<file path="src/design/tfct_pkg.sv">
// types and constants shared by the tcp flow counter table
// no dependencies
package tfct_pkg;

  localparam logic [15:0] EtherTypeIpv4 = 16'h0800;
  localparam logic [7:0]  ProtoTcp      = 8'h06;
  localparam logic [15:0] MinFrameBytes = 16'd54;

  typedef enum logic [1:0] {
    StIgnored  = 2'd0,
    StInserted = 2'd1,
    StUpdated  = 2'd2,
    StFull     = 2'd3
  } status_e;

  typedef struct packed {
    logic [15:0] frame_length;
    logic [15:0] ethertype;
    logic [7:0]  ip_protocol;
    logic [31:0] source_address;
    logic [31:0] destination_address;
    logic [15:0] source_port;
    logic [15:0] destination_port;
  } item_t;

  typedef struct packed {
    logic [1:0]  status;
    logic [63:0] flow_bytes;
    logic [63:0] flow_packets;
  } result_t;

  typedef struct packed {
    logic        valid;
    logic        done;
    logic        hit;
    logic [95:0] key;
    logic [15:0] len;
    logic [63:0] bytes;
    logic [63:0] pkts;
  } probe_t;

endpackage

</file>
<file path="src/design/tfct_cell.sv">
// one table entry: key, valid mark and counters, passing the probe on
// depends on tfct_pkg
module tfct_cell (
  input  logic            clk_i,
  input  logic            rst_ni,
  input  tfct_pkg::probe_t probe_i,
  output tfct_pkg::probe_t probe_o
);

  logic        ent_valid_q, ent_valid_d;
  logic [95:0] key_q, key_d;
  logic [63:0] bytes_q, bytes_d;
  logic [63:0] pkts_q, pkts_d;
  tfct_pkg::probe_t probe_d, probe_q;
  logic        live;

  always_comb begin
    live        = probe_i.valid && !probe_i.done;
    ent_valid_d = ent_valid_q;
    key_d       = key_q;
    bytes_d     = bytes_q;
    pkts_d      = pkts_q;
    probe_d     = probe_i;
    if (live) begin
      if (ent_valid_q) begin
        if (key_q == probe_i.key) begin
          bytes_d       = bytes_q + {48'd0, probe_i.len};
          pkts_d        = pkts_q + 64'd1;
          probe_d.done  = 1'b1;
          probe_d.hit   = 1'b1;
          probe_d.bytes = bytes_d;
          probe_d.pkts  = pkts_d;
        end
      end else begin
        // valid entries form a prefix, so the first free one ends the search
        ent_valid_d   = 1'b1;
        key_d         = probe_i.key;
        bytes_d       = 64'd0;
        pkts_d        = 64'd0;
        probe_d.done  = 1'b1;
        probe_d.hit   = 1'b0;
        probe_d.bytes = 64'd0;
        probe_d.pkts  = 64'd0;
      end
    end
  end

  always_ff @(posedge clk_i or negedge rst_ni) begin
    if (!rst_ni) begin
      ent_valid_q <= 1'b0;
      probe_q     <= '0;
    end else begin
      ent_valid_q <= ent_valid_d;
      probe_q     <= probe_d;
    end
  end

  always_ff @(posedge clk_i) begin
    key_q   <= key_d;
    bytes_q <= bytes_d;
    pkts_q  <= pkts_d;
  end

  assign probe_o = probe_q;

endmodule

</file>
<file path="config.mk">
export PLATFORM = sky130hd
export DESIGN_NAME = tfct_cell
export DESIGN_NICKNAME = d
export VERILOG_FILES = /design/src/design/tfct_pkg.sv /design/src/design/tfct_cell.sv
export SDC_FILE = /design/constraint.sdc
export NUM_CORES = 1
export LEC_CHECK = 0
export ABC_AREA = 1
export BUFFER_PORTS_ARGS = -buffer_cell sky130_fd_sc_hd__buf_2
export CORE_MARGIN = 1.5
export CORE_UTILIZATION = 30
export CTS_CLUSTER_DIAMETER = 40
export CTS_CLUSTER_SIZE = 40
export DETAILED_ROUTE_END_ITERATION = 7
export HOLD_SLACK_MARGIN = 0.08
export SKIP_CTS_REPAIR_TIMING = 1
export SYNTH_ARGS = -nofsm -noshare
export SYNTH_HDL_FRONTEND = slang
export SYNTH_SLANG_ARGS = --single-unit
</file>
<file path="constraint.sdc">
create_clock -name clk_i -period 17 [get_ports clk_i]
set_input_delay 4.25 -clock clk_i [delete_from_list [all_inputs] [get_ports clk_i]]
set_output_delay 4.25 -clock clk_i [all_outputs]
set_load 0.01 [all_outputs]
</file>
==> Word level (Yosys, flattened, before mapping) <==
Index checks and enable logic that the tools add are counted.
W data, S select, Z words.
{ "totals": {"wordCells": 28, "inputBits": 245, "regBits": 468, "output_inout_bits": 243} }
{ "classes": {"bitwise_logic": 1, "n_addsub": 2, "muxes": 8, "eq_ne": 2, "n_reduce_logical": 4} }
{ "ops": {"columns": ["operator", "n"], "rows": [
  ["$mux W128", 3],
  ["$mux W64", 2],
  ["$eq A96 B96 Y1", 1],
  ["$add A64 B1 Y64 const B", 1],
  ["$add A64 B16 Y64", 1],
  ["$mux W2", 3],
  ["$reduce_and A2 Y1", 2],
  ["$ne A2 B1 Y1 const B", 1],
  ["$logic_and A1 B1 Y1", 1],
  ["$logic_not A1 Y1", 1],
  ["$not A1 Y1", 1]
]} }

==> Longest topological paths before layout <==
Gate-level depths: netlist of the first run.
{ "depth": {"word_depth": 4, "depth_mapped": 17} }

==> Worst setup path after synthesis of the first run <==
OpenSTA, ideal clock, no wires.
{ "synth_timing": {"path_kind": "input to register", "start": "input port probe_i[241] in the netlist's numbering", "end": "register bytes_q[0] (enable)", "path_stages": 6, "setup_ns": 0.491, "arrival_time_ns": 11.877, "path_slack_ns": 4.632, "path_cell_list": "inv_1 > nand2_1 > clkbuf_1 > nor2_1 > inv_1 > nand2_1"} }
{ "synth_via": {"elab_chain_len": 3} }
{ "synth_rtl": {"columns": ["element", "line", "text"], "rows": [
  ["start: declaration", "tfct_cell.sv:6", "input tfct_pkg::probe_t probe_i,"],
  ["$logic_not A1 Y1", "tfct_cell.sv:18", "live = probe_i.valid && !probe_i.done;"],
  ["$logic_and A1 B1 Y1", "tfct_cell.sv:18", null],
  ["$reduce_and A2 Y1 (no source line)", null, null],
  ["end signal: assignment", "tfct_cell.sv:60", "bytes_q <= bytes_d;"],
  ["end: declaration", "tfct_cell.sv:12", "logic [63:0] bytes_q, bytes_d;"]
]} }
Every way passes these cells.
A chain may end at the register's enable or synchronous reset.

==> Worst setup path in the final report of the first run <==
{ "layout_timing": {"start": "input port probe_i[201] in the netlist's numbering", "end": "register bytes_q[13] (enable)"} }
{ "layout_via": {"elab_chain_len": 3} }
{ "layout_rtl": {"columns": ["element", "line", "text"], "rows": [
  ["$eq A96 B96 Y1", "tfct_cell.sv:26", "if (key_q == probe_i.key) begin"],
  ["$ne A2 B1 Y1 (no source line)", null, null],
  ["$reduce_and A2 Y1 (no source line)", null, null]
]} }
Every way passes these cells.

==> results.txt, run 1 <==
Synth Area per Inst = 7.60 µm²
Post-Syn Instances = 3268
Max clock buf depth = 3
Avg Vias per Cell = 4.48
Comb power frac = 0.071
# fillers = 8535
Critical Setup Path Class = primary input to flip-flop
Clock Skews = 0.0404 ns
Switching Fraction = 0.248
Global-route wire length before repair = 126000 µm
Nets = 4048
TritonRoute pass-1 iters = 6
I/O Buffers = 487
Worst-path fanout max = 65
Distinct cells, synth = 36
Total Wirelength = 84400 µm
Hold Path Depth = 2
Starting Density = 0.303
Part of the power in registers = 0.374
Period minus WS final = 7.64 ns
Die Y = 291 µm
Vias = 22.1k
Yosys warnings = 0
Core area = 82000 µm²
DP Wirelength = 64000 µm
DR iter-0 viols = 1553
Area of the multi-input gates = 9750 µm²
Mapped Area = 24800 µm²
Fin cells = 4934
Kind of end point of the critical path = flip-flop
Inst Count DP = 4763
CP bufs+invs = 4
RSZ-0062 raised after global routing = false
Worst R2R End = bytes_q[13]$_SDFFCE_PN0P_
Antenna-violating nets left = 0
Die ar. = 84500 µm²
Worst skew pair latency = 0.65 ns
Min-Delay Path Class = flip-flop to flip-flop
Clock share of power = 0.555
Synth Register Bits = 468
Power per standard cell area = 105 nW/µm²
Fmax = 131 MHz
CP startpoint kind = primary input
Crit-path cells = buf_2 -> inv_1 -> nand2_1 -> nand2_1 -> nor2_1 -> nand2_1 -> nor3_1 -> nand2_1 -> nor2_4 -> buf_4 -> nand4_1 -> nand2_4 -> buf_4
Seq. cell area = 12800 µm²
Status = completed
I/O Pins = 488
Hold worst-path end = pkts_q[63]$_SDFFCE_PN0P_
Max VDD drop = 0.0684 mV
Wire per inst = 17.1 µm
Setup violations, final = 0
Row Count = 105
Reg2Reg Launch Point = key_q[9]$_DFFE_PP_
Largest net degree at the start of global routing = 150
Switching pwr = 817 µW
DRC = 0
Internal Power = 2.48 mW
GRT Overall Usage = 0.197
Vias in the first global route = 21.3k
Sequential cell area fraction in the yosys report = 0.517
Pleak = 16.0 nW
Synth Net Count = 3531
Worst path max stage delay = 0.80 ns
Clock slew at reported path FFs = 0.05 ns
Pins Over Slew Limit = 0
Actual slew at the worst max-slew pin = 1.04 ns
GRT overflow = 0
Worst reg2reg path depth = 11
H-tree Lvls = 3
Inserted Clock Buffers = 90
Root buffer cell = clkbuf_16
Fin. Hold Viols = 0
Arrival time worst endpoint = 7.88 ns
Slowest CP cell = buf_4
Die width = 291 µm
Worst Hold Launch = pkts_q[63]$_SDFFCE_PN0P_
Initial antenna violation count = 6
Flop2flop setup slack = 12.72 ns
Gpl congestion = 0.951
CTS tree = built
Layout cells sized above 1 = 0.175
Top delay family on crit path = simple AND/OR/NAND/NOR gates
Critical Path RT = 17.24 ns
Clock sink count = 468
TNS Setup = 0 ns
Max-cap check violation count = 0
Worst slew margin = 0.309
CP dominant cell by count = nand2_1
Final period util = 0.449
Area Growth Syn to Fin = 26.9%
-- final cells by class --
| type | instances | share of cell area |
|---|---|---|
| Sequential cell | 468 | 0.407 |
| Multi-Input combinational cell | 2214 | 0.309 |
| Timing Repair Buffer | 497 | 0.0804 |
| Clock buffer | 111 | 0.0775 |
| Inverter | 514 | 0.0614 |
| Tap cell | 1070 | 0.0425 |
| Clock inverter | 58 | 0.0217 |
| Antenna cell | 2 | 0.000159 |
-- state kept, by name, indices dropped and copies added (netlist names) --
name         cells
bytes_q         64
probe_o        243
key_q           96
ent_valid_q      1
pkts_q          64
-- power by group through the flow --
| stage | Clock [mW] | Sequential, mW | Combinational, mW |
|---|---|---|---|
| 4_1_cts | 1.86 | 1.23 | 0.239 |
| 2_1_floorplan | 0 | 1.27 | 0.0859 |
| 3_3_place_gp | 0 | 1.25 | 0.236 |
| 3_5_place_dp | 0 | 1.25 | 0.239 |
| 6_report | 1.83 | 1.23 | 0.236 |
| 5_1_grt | 1.92 | 1.24 | 0.264 |
-- Yosys cell counts, drive strengths merged --
cell,n,area [µm²]
or2,1,6.26
nand3,204,1040
nand3b,18,135
ha,17,213
xor2,63,552
inv,514,1930
and2,2,12.5
nor4,1,6.26
nor2,432,1640
nor3b,1,7.51
a21boi,1,7.51
o21ai,14,70.1
fa,1,20.0
dfrtp,244,6110
buf,39,263
a21oi,61,305
nand4,44,275
clkbuf,33,124
nor2b,1,6.26
edfxtp,224,6730
xnor2,51,447
o21bai,1,7.51
nor3,37,195
nand2,1264,4750
-- stage by stage --
stage	power, mW	util	hold WS, ns	instance area, µm²	worst slack [ns]
global route	3.42	0.384	0.659	31500	8.95
finish	3.30	0.385	0.638	31500	9.36
CTS	3.34	0.384	0.636	31500	9.41
floorplan	1.36	-	0.542	24800	4.63
global placement	1.49	0.346	0.620	28400	8.84
detailed placement	1.49	0.346	0.623	28400	8.73
-- metal layers --
metal / global-route usage / vias up / wire length [µm]
met5: 0 / - / 10
met2: 0.318 / 662 / 38600
met4: 0.0691 / 2 / 2500
li1: - / 11100 / -
met3: 0.0405 / 149 / 5110
met1: 0.261 / 10200 / 38100
-- worst max-delay path by stage --
stage,slack [ns],end,from,depth (start not counted)
finish,9.36,bytes_q[13]$_SDFFCE_PN0P_,probe_i[201],13
global route,8.95,bytes_q[13]$_SDFFCE_PN0P_,probe_i[153],12
CTS,9.41,bytes_q[14]$_SDFFCE_PN0P_,probe_i[153],12
detailed placement,8.73,bytes_q[14]$_SDFFCE_PN0P_,probe_i[153],12
global placement,8.84,bytes_q[50]$_SDFFCE_PN0P_,probe_i[153],12
floorplan,4.63,bytes_q[0]$_SDFFCE_PN0P_,probe_i[241],6
-- worst min-delay path, delay by kind of cell, from the launching register on --
kind             cells  cell delay (ns)
flip-flops           1             0.33
XOR/XNOR             1             0.11
AND/OR/NAND/NOR      1             0.09
-- logic make-up (layout without fill, tap and decap cells) --
family / Yosys count / after routing / share of synthesized area
and+or+nand+nor: 2005 / 2005 / 0.325
buffers and inverters: 586 / 1180 / 0.0934
DFF: 468 / 468 / 0.517
xor gates and xnor gates: 114 / 114 / 0.0402
AOI/OAI and AO/OA: 77 / 77 / 0.0157
adders and majority gates: 18 / 18 / 0.00937
other: 0 / 2 / 0
-- cell usage in the layout (no fill, tap or decap), types with 5 or more instances in the layout --
master	n
nor3_1	35
nand4_1	44
clkinv_2	9
clkinvlp_4	7
dfrtp_1	244
nand2_1	1261
nand3b_1	18
bufinv_16	9
a21oi_1	61
inv_8	9
clkinv_4	7
inv_6	10
nor2_1	423
nand3_1	201
xor2_1	63
ha_1	17
edfxtp_1	224
inv_1	508
nor2_4	5
buf_4	9
o21ai_0	11
clkbuf_16	92
clkbuf_8	7
buf_2	486
xnor2_1	51
clkbuf_1	12
(Power assumes the default switching activity.)
==> run 2: changes to the inputs <==
==> constraint.sdc (replaced) <==
create_clock -name clk_i -period 6.4 [get_ports clk_i]
set_input_delay 1.6 -clock clk_i [delete_from_list [all_inputs] [get_ports clk_i]]
set_output_delay 1.6 -clock clk_i [all_outputs]
set_load 0.01 [all_outputs]
==> results.txt, run 2 (synthesis gave the netlist of run 1 again) <==
I/O Buffers = 487
Gpl congestion = 0.941
Hold Path Depth = 4
Hold worst-path end = probe_o[127]$_DFF_PN0_
Commonest cells after routing, fill and taps aside = 1261 x nand2_1, 508 x inv_1, 486 x buf_2, 423 x nor2_1, 244 x dfrtp_1
TritonRoute pass-1 iters = 5
Worst slew margin = 0.260
Global-route wire length before repair = 126000 µm
Power per standard cell area = 269 nW/µm²
Reg2Reg Launch Point = ent_valid_q$_DFFE_PN0P_
Inserted Clock Buffers = 83
Instance area at placement = 28500 µm²
Clock sink count = 468
RSZ-0062 raised after global routing = false
Root buffer cell = clkbuf_16
Initial antenna violation count = 5
Utilization after layout = 0.383
Area Growth Syn to Fin = 26.4%
Setup violations, final = 0
Pins Over Slew Limit = 0
Core area = 82000 µm²
Vias = 22.1k
Clock slew at reported path FFs = 0.05 ns
GRT Overall Usage = 0.196
Max clock buf depth = 3
Worst skew pair latency = 0.65 ns
Worst R2R End = probe_o[78]$_DFF_PN0_
Pre-CTS WS = 1.80 ns
Die Y = 291 µm
Max FFs per register = 243
Worst reg2reg path depth = 5
Die ar. = 84500 µm²
Min-Delay Path Class = flip-flop to flip-flop
Kind of end point of the critical path = flip-flop
TNS Setup = 0 ns
DR iter-0 viols = 1463
Clock Skews = 0.0507 ns
CTS tree = built
Commonest non-fill, non-tap cell in the layout = nand2_1
Max VDD drop = 0.191 mV
Avg Vias per Cell = 4.48
Status = completed
Layout cells sized above 1 = 0.173
Max-cap check violation count = 0
Wire per inst = 17.1 µm
Final WS setup = 2.45 ns
Fin area = 31400 µm²
GRT overflow = 0
Antenna-violating nets left = 0
DRC = 0
Starting Density = 0.303
Worst-path fanout max = 46
Inst Count DP = 4770
Critical Path RT = 6.69 ns
CP startpoint kind = primary input
Pleak = 15.9 nW
DP Wirelength = 64800 µm
Fmax = 253 MHz
Worst Hold Launch = bytes_q[63]$_SDFFCE_PN0P_
Vias in the first global route = 21.2k
H-tree Lvls = 3
Nets = 4048
Final period util = 0.617
Flop2flop setup slack = 2.93 ns
Row Count = 105
Total Wirelength = 84200 µm
Fin cells = 4926
Fin. Hold Viols = 0
Arrival time worst endpoint = 4.24 ns
Largest net degree at the start of global routing = 94
Period minus WS final = 3.95 ns
Critical Setup Path Class = primary input to flip-flop
Die width = 291 µm
I/O Pins = 488
Hold_ws = 0.631 ns
Total power = 8.45 mW
Actual slew at the worst max-slew pin = 1.11 ns
[run 2: worst max path at each step]
stage | from | to | cells after the start
6_report | probe_i[196] | pkts_q[36]$_SDFFCE_PN0P_ | 12
5_1_grt | probe_i[241] | pkts_q[42]$_SDFFCE_PN0P_ | 7
4_1_cts | probe_i[241] | pkts_q[36]$_SDFFCE_PN0P_ | 7
3_5_place_dp | probe_i[241] | pkts_q[12]$_SDFFCE_PN0P_ | 7
3_3_place_gp | probe_i[241] | pkts_q[12]$_SDFFCE_PN0P_ | 7
2_1_floorplan | probe_i[241] | bytes_q[0]$_SDFFCE_PN0P_ | 6
[run 2: final cells by class]
| type | instances | area [µm²] |
|---|---|---|
| fill | 8514 | 50600 |
| tap | 1070 | 1340 |
| inverter | 514 | 1940 |
| multi-input combinational | 2214 | 9750 |
| clock inverter | 50 | 603 |
| antenna | 2 | 5.00 |
| timing repair buffer | 504 | 2610 |
| clock buffer | 104 | 2320 |
| sequential | 468 | 12800 |
[run 2: metal layers]
metal | part of all wire | track usage | wire length, µm
met5 | 0.00042 | 0 | 35
met4 | 0.022 | 0.0566 | 1870
met3 | 0.064 | 0.0390 | 5370
met2 | 0.47 | 0.324 | 39700
met1 | 0.44 | 0.259 | 37200
[run 2: worst max-delay path: stages]
cell and delay, ns:
buf_2 0.12, inv_1 0.05, nand2_1 0.08, nand2_1 0.06
nor2_1 0.10, nand2_1 0.09, nor3_1 0.54, nand2_1 0.20
nor2_4 0.16, nand4_1 0.20, nand2_4 0.55, buf_4 0.41
[run 2: report_power, final]
| group | leakage [nW] | total (mW) | internal (mW) | switching, mW |
|---|---|---|---|---|
| clock network | 1.43 | 4.55 | 2.85 | 1.70 |
| registers | 4.92 | 3.27 | 3.25 | 0.0273 |
| logic | 9.59 | 0.629 | 0.226 | 0.402 |
| total | 15.9 | 8.45 | 6.32 | 2.13 |
